## src/rtl/register_write_stream_decoder_macros.svh

```systemverilog
// Assertion macros for the register write stream decoder.
`ifndef REGISTER_WRITE_STREAM_DECODER_MACROS_SVH
`define REGISTER_WRITE_STREAM_DECODER_MACROS_SVH

// Same-cycle implication, sampled on clk, off during rst.
`define RWSD_ASSERT_NOW(lbl, ante, cons, msg) \
  lbl: assert property (@(posedge clk) disable iff (rst) (ante) |-> (cons)) else $error(msg);

// Next-cycle implication, sampled on clk, off during rst.
`define RWSD_ASSERT_NEXT(lbl, ante, cons, msg) \
  lbl: assert property (@(posedge clk) disable iff (rst) (ante) |=> (cons)) else $error(msg);

`endif

```

## src/rtl/rwsd_pkg.sv

```systemverilog
// Types and constants shared by the register write stream decoder.
`default_nettype none
package rwsd_pkg;

  localparam int WORD_W    = 32;
  localparam int ADDR_W    = 18;
  localparam int BASE_W    = 15;
  localparam int COUNT_W   = 6;
  localparam int FIELD_LSB = 15;
  localparam int MODE_BIT  = 31;
  localparam int TDATA_W   = 56;
  localparam int TUSER_W   = 5;

  localparam logic [COUNT_W-1:0] WEIGHTS_COUNT = 6'd2;
  localparam logic [COUNT_W-1:0] INPUT_COUNT   = 6'd10;

  typedef enum logic [2:0] {
    CTX_PLAIN      = 3'd0,
    CTX_WEIGHTS_LO = 3'd1,
    CTX_WEIGHTS_HI = 3'd2,
    CTX_INPUT      = 3'd3,
    CTX_MASKED     = 3'd4
  } ctx_t;

  typedef struct packed {
    logic [WORD_W-1:0] stream_word;
    logic              end_of_stream;
  } rwsd_cmd_t;

  typedef struct packed {
    logic [ADDR_W-1:0] reg_byte_address;
    logic [WORD_W-1:0] reg_value;
    ctx_t              write_context;
    logic              block_done;
    logic              write_valid;
    logic              truncated;
  } rwsd_result_t;

endpackage
`default_nettype wire

```

## src/rtl/register_write_stream_decoder.sv

```systemverilog
// Register write stream decoder: top level.
//
// Slave side takes one 32-bit command word per transaction; tlast marks the
// final word of the stream. Master side gives one register write per payload
// word: byte address and value in tdata, end of block on tlast, and context
// tag, write_valid and truncated flags in tuser. Header and dummy words give
// no transaction, except a header that ends the stream with payload still
// due, which gives a truncated marker with write_valid low.
//
// A payload word taken into the input register is decoded into the result
// register and offered on the master side from there. Throughput: one word
// per cycle while the master side does not stall, set by the single decode
// stage between the two registers.
//
// Reset puts the decoder back to expecting a header and empties both
// registers. When the master side stalls, the result register holds; one
// more word that gives a write may sit in the input register, after which
// s_axis_tready drops until the stall clears.
`default_nettype none
`include "register_write_stream_decoder_macros.svh"
module register_write_stream_decoder
  import rwsd_pkg::*;
#(
  parameter int MASK_WIDTH = 16
) (
  input  wire logic               clk,
  input  wire logic               rst,
  input  wire logic               s_axis_tvalid,
  output logic                    s_axis_tready,
  input  wire logic [WORD_W-1:0]  s_axis_tdata,   // [31:0] stream_word
  input  wire logic               s_axis_tlast,
  output logic                    m_axis_tvalid,
  input  wire logic               m_axis_tready,
  // [17:0] reg_byte_address, [49:18] reg_value, [55:50] zero
  output logic [TDATA_W-1:0]      m_axis_tdata,
  output logic                    m_axis_tlast,
  // [2:0] write_context, [3] write_valid, [4] truncated
  output logic [TUSER_W-1:0]      m_axis_tuser
);

  rwsd_cmd_t    in_cmd;
  rwsd_cmd_t    cmd;
  logic         cmd_valid;
  logic         cmd_take;
  rwsd_result_t res;
  logic         res_valid;
  logic         res_ready;
  rwsd_result_t out_item;

  assign in_cmd.stream_word   = s_axis_tdata;
  assign in_cmd.end_of_stream = s_axis_tlast;

  rwsd_in_stage u_in (
    .clk       (clk),
    .rst       (rst),
    .in_valid  (s_axis_tvalid),
    .in_ready  (s_axis_tready),
    .in_cmd    (in_cmd),
    .cmd_valid (cmd_valid),
    .cmd_take  (cmd_take),
    .cmd       (cmd)
  );

  rwsd_core #(
    .MASK_WIDTH (MASK_WIDTH)
  ) u_core (
    .clk       (clk),
    .rst       (rst),
    .cmd_valid (cmd_valid),
    .cmd_take  (cmd_take),
    .cmd       (cmd),
    .res_valid (res_valid),
    .res_ready (res_ready),
    .res       (res)
  );

  rwsd_out_stage u_out (
    .clk       (clk),
    .rst       (rst),
    .res_valid (res_valid),
    .res_ready (res_ready),
    .res       (res),
    .out_valid (m_axis_tvalid),
    .out_ready (m_axis_tready),
    .out_item  (out_item)
  );

  assign m_axis_tdata = {6'b000000, out_item.reg_value, out_item.reg_byte_address};
  assign m_axis_tlast = out_item.block_done;
  assign m_axis_tuser = {out_item.truncated, out_item.write_valid, out_item.write_context};

  `RWSD_ASSERT_NOW(a_marker_empty, m_axis_tvalid && !out_item.write_valid, out_item.truncated && !out_item.block_done && out_item.reg_byte_address == '0, "truncation marker carries data")
  `RWSD_ASSERT_NOW(a_weights_hi_addr, m_axis_tvalid && out_item.write_context == CTX_WEIGHTS_HI, out_item.reg_byte_address == ADDR_W'(4) && out_item.write_valid, "weights high word not at register one")
  `RWSD_ASSERT_NEXT(a_take_fills_out, res_valid && res_ready, m_axis_tvalid, "taken result lost before output")

endmodule
`default_nettype wire

```

## src/rtl/rwsd_in_stage.sv

```systemverilog
// Input register slice for command words.
`default_nettype none
module rwsd_in_stage
  import rwsd_pkg::*;
(
  input  wire logic      clk,
  input  wire logic      rst,
  input  wire logic      in_valid,
  output logic           in_ready,
  input  wire rwsd_cmd_t in_cmd,
  output logic           cmd_valid,
  input  wire logic      cmd_take,
  output rwsd_cmd_t      cmd
);

  assign in_ready = !cmd_valid || cmd_take;

  always_ff @(posedge clk) begin
    if (rst) begin
      cmd_valid <= 1'b0;
    end else if (in_valid && in_ready) begin
      cmd_valid <= 1'b1;
    end else if (cmd_take) begin
      cmd_valid <= 1'b0;
    end
  end

  always_ff @(posedge clk) begin
    if (in_valid && in_ready) begin
      cmd <= in_cmd;
    end
  end

endmodule
`default_nettype wire

```

## src/rtl/rwsd_core.sv

```systemverilog
// Block decoder: header parse, burst/mask walk and write formation.
`default_nettype none
module rwsd_core
  import rwsd_pkg::*;
#(
  parameter int MASK_WIDTH = 16
) (
  input  wire logic      clk,
  input  wire logic      rst,
  input  wire logic      cmd_valid,
  output logic           cmd_take,
  input  wire rwsd_cmd_t cmd,
  output logic           res_valid,
  input  wire logic      res_ready,
  output rwsd_result_t   res
);

  localparam int IDX_W = (MASK_WIDTH > 1) ? $clog2(MASK_WIDTH) : 1;

  typedef enum logic [1:0] {
    PH_HEADER  = 2'd0,
    PH_PAYLOAD = 2'd1,
    PH_DUMMY   = 2'd2
  } phase_t;

  phase_t                phase, phase_next;
  logic [BASE_W-1:0]     base_word_address, base_word_address_next;
  logic                  burst_mode, burst_mode_next;
  logic [COUNT_W-1:0]    remaining_count, remaining_count_next;
  logic [COUNT_W-1:0]    burst_offset, burst_offset_next;
  logic [MASK_WIDTH-1:0] remaining_mask, remaining_mask_next;
  ctx_t                  block_context, block_context_next;

  logic [BASE_W-1:0]     hdr_base;
  logic [COUNT_W-1:0]    hdr_count;
  logic [MASK_WIDTH-1:0] hdr_mask;
  logic                  hdr_payload;
  logic [IDX_W-1:0]      low_idx;
  logic [COUNT_W-1:0]    offset;
  logic [BASE_W:0]       word_sum;
  logic                  last;
  logic                  has_result;

  assign hdr_base  = cmd.stream_word[BASE_W-1:0];
  assign hdr_count = cmd.stream_word[FIELD_LSB +: COUNT_W];
  assign hdr_mask  = cmd.stream_word[FIELD_LSB +: MASK_WIDTH];

  // lowest set bit of the outstanding mask
  always_comb begin
    low_idx = '0;
    for (int i = MASK_WIDTH - 1; i >= 0; i--) begin
      if (remaining_mask[i]) begin
        low_idx = IDX_W'(i);
      end
    end
  end

  assign offset   = burst_mode ? burst_offset : COUNT_W'(low_idx);
  assign word_sum = {1'b0, base_word_address} + (BASE_W + 1)'(offset);

  always_comb begin
    phase_next             = phase;
    base_word_address_next = base_word_address;
    burst_mode_next        = burst_mode;
    remaining_count_next   = remaining_count;
    burst_offset_next      = burst_offset;
    remaining_mask_next    = remaining_mask;
    block_context_next     = block_context;
    res                    = '0;
    has_result             = 1'b0;
    hdr_payload            = 1'b0;
    last                   = 1'b0;
    case (phase)
      PH_DUMMY: begin
        phase_next = PH_HEADER;
      end
      PH_PAYLOAD: begin
        if (burst_mode) begin
          remaining_count_next = remaining_count - COUNT_W'(1);
          burst_offset_next    = burst_offset + COUNT_W'(1);
          last                 = (remaining_count == COUNT_W'(1));
          if (block_context == CTX_WEIGHTS_LO && burst_offset != '0) begin
            res.write_context = CTX_WEIGHTS_HI;
          end else begin
            res.write_context = block_context;
          end
        end else begin
          remaining_mask_next = remaining_mask & ~(MASK_WIDTH'(1) << low_idx);
          last                = (remaining_mask_next == '0);
          res.write_context   = CTX_MASKED;
        end
        has_result           = 1'b1;
        res.reg_byte_address = {word_sum, 2'b00};
        res.reg_value        = cmd.stream_word;
        res.block_done       = last;
        res.write_valid      = 1'b1;
        res.truncated        = !last && cmd.end_of_stream;
        if (cmd.end_of_stream) begin
          phase_next = PH_HEADER;
        end else if (last) begin
          phase_next = PH_DUMMY;
        end
      end
      default: begin
        base_word_address_next = hdr_base;
        burst_offset_next      = '0;
        if (!cmd.stream_word[MODE_BIT]) begin
          burst_mode_next      = 1'b1;
          remaining_count_next = hdr_count;
          remaining_mask_next  = '0;
          if (hdr_base == '0 && hdr_count == WEIGHTS_COUNT) begin
            block_context_next = CTX_WEIGHTS_LO;
          end else if (hdr_base == '0 && hdr_count == INPUT_COUNT) begin
            block_context_next = CTX_INPUT;
          end else begin
            block_context_next = CTX_PLAIN;
          end
          hdr_payload = (hdr_count != '0);
        end else begin
          burst_mode_next      = 1'b0;
          remaining_count_next = '0;
          remaining_mask_next  = hdr_mask;
          block_context_next   = CTX_MASKED;
          hdr_payload          = (hdr_mask != '0);
        end
        if (cmd.end_of_stream) begin
          phase_next    = PH_HEADER;
          has_result    = hdr_payload;
          res.truncated = 1'b1;
        end else begin
          phase_next = hdr_payload ? PH_PAYLOAD : PH_DUMMY;
        end
      end
    endcase
  end

  assign res_valid = cmd_valid && has_result;
  assign cmd_take  = cmd_valid && (!has_result || res_ready);

  always_ff @(posedge clk) begin
    if (rst) begin
      phase             <= PH_HEADER;
      base_word_address <= '0;
      burst_mode        <= 1'b0;
      remaining_count   <= '0;
      burst_offset      <= '0;
      remaining_mask    <= '0;
      block_context     <= CTX_PLAIN;
    end else if (cmd_take) begin
      phase             <= phase_next;
      base_word_address <= base_word_address_next;
      burst_mode        <= burst_mode_next;
      remaining_count   <= remaining_count_next;
      burst_offset      <= burst_offset_next;
      remaining_mask    <= remaining_mask_next;
      block_context     <= block_context_next;
    end
  end

endmodule
`default_nettype wire

```

## src/rtl/rwsd_out_stage.sv

```systemverilog
// Result register between the decoder and the master side.
`default_nettype none
module rwsd_out_stage
  import rwsd_pkg::*;
(
  input  wire logic         clk,
  input  wire logic         rst,
  input  wire logic         res_valid,
  output logic              res_ready,
  input  wire rwsd_result_t res,
  output logic              out_valid,
  input  wire logic         out_ready,
  output rwsd_result_t      out_item
);

  assign res_ready = !out_valid || out_ready;

  always_ff @(posedge clk) begin
    if (rst) begin
      out_valid <= 1'b0;
    end else if (res_ready) begin
      out_valid <= res_valid;
    end
  end

  always_ff @(posedge clk) begin
    if (res_valid && res_ready) begin
      out_item <= res;
    end
  end

endmodule
`default_nettype wire

```

## config.mk

```make
export PLATFORM = sky130hd
export DESIGN_NAME = register_write_stream_decoder
export DESIGN_NICKNAME = d
export VERILOG_FILES = /design/src/rtl/rwsd_pkg.sv /design/src/rtl/register_write_stream_decoder.sv /design/src/rtl/rwsd_in_stage.sv /design/src/rtl/rwsd_core.sv /design/src/rtl/rwsd_out_stage.sv
export VERILOG_INCLUDE_DIRS = /design/src /design/src/rtl
export SDC_FILE = /design/constraint.sdc
export NUM_CORES = 1
export LEC_CHECK = 0
export ABC_CLOCK_PERIOD_IN_PS = 7000
export CAP_MARGIN = 0
export CORE_MARGIN = 10
export CORE_UTILIZATION = 60
export CTS_BUF_LIST = sky130_fd_sc_hd__clkbuf_4 sky130_fd_sc_hd__clkbuf_8
export CTS_CLUSTER_DIAMETER = 120
export DETAILED_ROUTE_END_ITERATION = 8
export DONT_BUFFER_PORTS = 1
export GPL_TIMING_DRIVEN = 0
export MAX_ROUTING_LAYER = met4
export PLACE_DENSITY = 0.76
export SYNTH_ARGS = -nofsm -noshare
export SYNTH_HDL_FRONTEND = slang
export SYNTH_SLANG_ARGS = --single-unit
```

## constraint.sdc

```tcl
create_clock -name clk -period 7 [get_ports clk]
set_input_delay 1.05 -clock clk [delete_from_list [all_inputs] [get_ports clk]]
set_output_delay 1.05 -clock clk [all_outputs]
set_load 0.005 [all_outputs]
```

==> flow_metrics.env <==
export IMPL_switchingPower_w=0.000441
export IMPL_drtIter0Drc=561
export IMPL_busiest_layer="met2"
export IMPL_grt_util_met2=0.329
export IMPL_post_drt_wl_per_cell_um=20.4
export IMPL_antennaDiodeCount=0
export IMPL_fin_crit_sh=0.567
export IMPL_gp_congestion=0.895
export IMPL_finalMaxSlewViolations=0
export IMPL_placed_area_um2=6610
export IMPL_pwr_share_comb=0.098
export IMPL_die_area_um2=15100
export IMPL_synth_distinct_cells=68
export IMPL_fmax_mhz=252
export IMPL_power_frac_clock=0.398
export IMPL_cts_tree="built"
export IMPL_max_stage_delay_ns=0.51
export IMPL_n_fill_cell=776
export IMPL_drc_errors=0
export IMPL_cts_sink_count=138
export IMPL_status="finished, final reports clean"
export IMPL_areaGrowthSynthToFinish_pct=11.4
export IMPL_placed_cells=741
export IMPL_rsz0062_at_grt="no"
export IMPL_ios=101
export IMPL_syn_area_um2=6350
export IMPL_ctsRootBufferMaster="clkbuf_8"
export IMPL_critPathTopFamily="compound AO/OA/AOI/OAI gates"
export IMPL_drtPass1Iterations=5
export IMPL_die_y_um=123
export IMPL_multi_input_area_um2=2470
export IMPL_stdcell_area_um2=7070
export IMPL_cellLeakagePower_nw=2.55
export IMPL_layout_min_cycle_time_ns=3.97
export IMPL_min_path_type="reg2reg"
export IMPL_regArea_um2=3630
export IMPL_final_cell_count_no_fill=773
export IMPL_cap_violations=0
export IMPL_finalClockSkew_ns=0.0130
export IMPL_path_cells="buf_6 > or4_1 > o32ai_1 > a31oi_1 > o21ai_0 > ha_1 > a21o_1 > a21oi_1 > o21bai_1 > a21oi_1 > nor2b_1 > o21ai_0 > or3_1 > a21oi_1"
export IMPL_cp_max_fo=10
export IMPL_clk_latency_ns=0.45
export IMPL_ys_warn_count=0
export IMPL_crit_path_top_delay_cell="or4_1"
export IMPL_synth_area_per_cell_um2=10.7
export IMPL_crit_arrival_ns=4.13
export IMPL_switching_share=0.239
export IMPL_yosysSeqAreaShare=0.572
export IMPL_power_density_nw_per_um2=261
export IMPL_via_per_inst=6.02
export IMPL_coreArea_um2=10300
export IMPL_grt_max_degree=37
export IMPL_pwr_share_seq=0.504
export IMPL_p_int_w=0.00140
export IMPL_clk_pin_slew_ns=0.08
export IMPL_grt_use_total=0.223
export IMPL_max_slew_margin=0.189
export IMPL_hold_violations=0
export IMPL_cp_start_kind="flip-flop"
export IMPL_vias=4653
export IMPL_grt_util_met1=0.297
export IMPL_r2r_slack_ns=3.03
export IMPL_wirelength_um=15700
export IMPL_antenna_left=0
export IMPL_numCtsBuffers=17
export IMPL_cpMostUsedCell="a21oi_1"
export IMPL_clock_path_buffers=2
export IMPL_htreeDepth=4
export IMPL_drive_gt1_frac=0.110
export IMPL_synth_seq_cells=138
export IMPL_cts_repair_resized=0
export IMPL_grt_pass1_wl_um=25000
export IMPL_path_buf_inv=1
export IMPL_synth_edf_count=87
export IMPL_fin_nets=674
export IMPL_rows=37
export IMPL_cts_setup_buffers=0
export IMPL_vdd_ir_drop_worst_mv=0.296
export IMPL_met3_usage=0.0611
export IMPL_synth_top_flop_cell="edfxtp_1"
export IMPL_grt_ovfl_total=0
export IMPL_grt_pass1_vias=4633
export IMPL_critPathKind="reg2reg"
export IMPL_die_w_um=123
export IMPL_syn_instance_count=596
export IMPL_setup_viol=0
export IMPL_cts_hold_buf=0
export IMPL_final_util=0.685
export IMPL_antenna_found_initial=0
export IMPL_hpwl_um=11600
export IMPL_tightest_slew_ns=1.21
export IMPL_cp_required_ns=7.16
export IMPL_start_util=0.615
export IMPL_synth_async_reset_ratio=0
export IMPL_setup_tns_ns=0
export IMPL_port_buffers=0
export IMPL_cp_end_kind="flip-flop"
==> worst paths after layout <==
check | from | end | cells past startpoint
max | u_core.remaining_mask[0] | u_out.out_item[53] | 14
max reg2reg | u_core.remaining_mask[0] | u_out.out_item[53] | 14
min reg2reg | u_core.block_context[1] | u_core.block_context[1] | 2
min | u_core.block_context[1] | u_core.block_context[1] | 2
==> cell usage in the layout, fill, tap and decap left out, types with 3 or more instances in the layout <==
master	n
nor2b_1	9
xor2_1	9
bufinv_16	4
o21ai_0	23
nor2_1	65
nand2_1	68
a21oi_1	47
a211oi_1	5
and2_1	39
clkbuf_8	22
and3_1	4
dfxtp_1	51
o21bai_1	4
ha_1	12
a22oi_1	5
o32ai_1	3
nand3_1	10
nand2b_1	5
conb_1	8
edfxtp_1	87
or4_1	3
mux2i_1	5
inv_1	20
a31o_2	3
buf_4	8
nor4_1	8
o31ai_1	3
a31oi_1	5
o2bb2ai_1	3
nand4_1	4
buf_6	4
buf_2	5
nor3_1	9
clkbuf_1	15
xnor2_1	6
a21o_1	3
==> per-stage QoR <==
stage          hold slack [ns]  total power, W  worst slack [ns]
2_1_floorplan            0.441         0.00107              3.00
3_3_place_gp             0.459         0.00112              1.84
6_report                 0.475         0.00184              3.03
4_1_cts                  0.478         0.00185              3.07
5_1_grt                  0.497         0.00191              2.68
3_5_place_dp             0.469         0.00112              3.10
==> worst register-to-register path: stages (launching register included) <==
cell and delay, ns:
dfxtp_1 0.32, buf_6 0.14, or4_1 0.51, o32ai_1 0.18, a31oi_1 0.24, o21ai_0 0.48
ha_1 0.32, a21o_1 0.16, a21oi_1 0.23, o21bai_1 0.11, a21oi_1 0.19, nor2b_1 0.11
o21ai_0 0.45, or3_1 0.18, a21oi_1 0.06
==> cell families after synthesis <==
kind of cell / Yosys count / synth area share
multiplexers: 6 / 0.00966
buffers and inverters: 55 / 0.0445
flip-flops: 138 / 0.572
AO/OA/AOI/OAI: 127 / 0.128
XOR/XNOR: 15 / 0.0207
adder cells (fa/ha/maj): 13 / 0.0268
other: 1 / 0.000591
AND/OR/NAND/NOR: 241 / 0.197
==> power groups by stage <==
| stage | Clock [W] | Sequential (W) | Combinational [W] |
|---|---|---|---|
| after global routing | 0.000781 | 0.000931 | 0.000201 |
| after floorplan | 0 | 0.000934 | 0.000131 |
| after detailed placement | 0 | 0.000946 | 0.000178 |
| after global placement | 0 | 0.000947 | 0.000170 |
| after CTS | 0.000745 | 0.000928 | 0.000179 |
| final | 0.000734 | 0.000928 | 0.000181 |
==> layout make-up <==
cell class / instances / area share
plain buffers: 35 / 0.0294
clock buffers: 23 / 0.0430
clock inverters: 9 / 0.0223
inverters: 20 / 0.0106
multi-input cells: 410 / 0.350
flip-flops and latches: 138 / 0.514
well taps: 136 / 0.0241
repair buffers: 2 / 0.00673
==> per-layer routing <==
metal  vias up  routed length (um)
li1       2165                   -
met1      2269                7120
met2       194                7170
met3        25                1210
met4         0                 238
met5         -                   0
==> registers in the layout, indices dropped and copies added, names as in the netlist <==
signal,count
u_in.cmd_valid,1
u_core.phase,2
u_in.cmd,33
u_core.base_word_address,15
u_core.burst_offset,6
u_out.out_item,54
u_core.remaining_mask,16
u_core.block_context,3
u_core.remaining_count,6
u_out.out_valid,1
u_core.burst_mode,1
==> Yosys cell counts, drive strengths merged (3+ instances only) <==
cell / n / area share
and2: 39 / 0.038
dfxtp: 51 / 0.16
o31ai: 3 / 0.0035
mux2i: 5 / 0.0079
nor3: 11 / 0.010
edfxtp: 87 / 0.41
a211oi: 5 / 0.0059
nand4: 4 / 0.0039
or4: 4 / 0.0053
inv: 20 / 0.012
clkbuf: 16 / 0.011
nor2: 65 / 0.038
o21bai: 4 / 0.0047
a31o: 3 / 0.0041
o2bb2ai: 3 / 0.0041
a22oi: 5 / 0.0059
a21o: 4 / 0.0049
nand2b: 5 / 0.0049
nand2: 68 / 0.040
a31oi: 5 / 0.0049
o21ai: 24 / 0.019
nor4: 10 / 0.015
nor2b: 11 / 0.011
a21oi: 48 / 0.038
ha: 12 / 0.024
buf: 19 / 0.022
o32ai: 3 / 0.0041
nand3: 10 / 0.0079
xor2: 9 / 0.012
xnor2: 6 / 0.0083
and3: 4 / 0.0039
(Power assumes the default switching activity.)
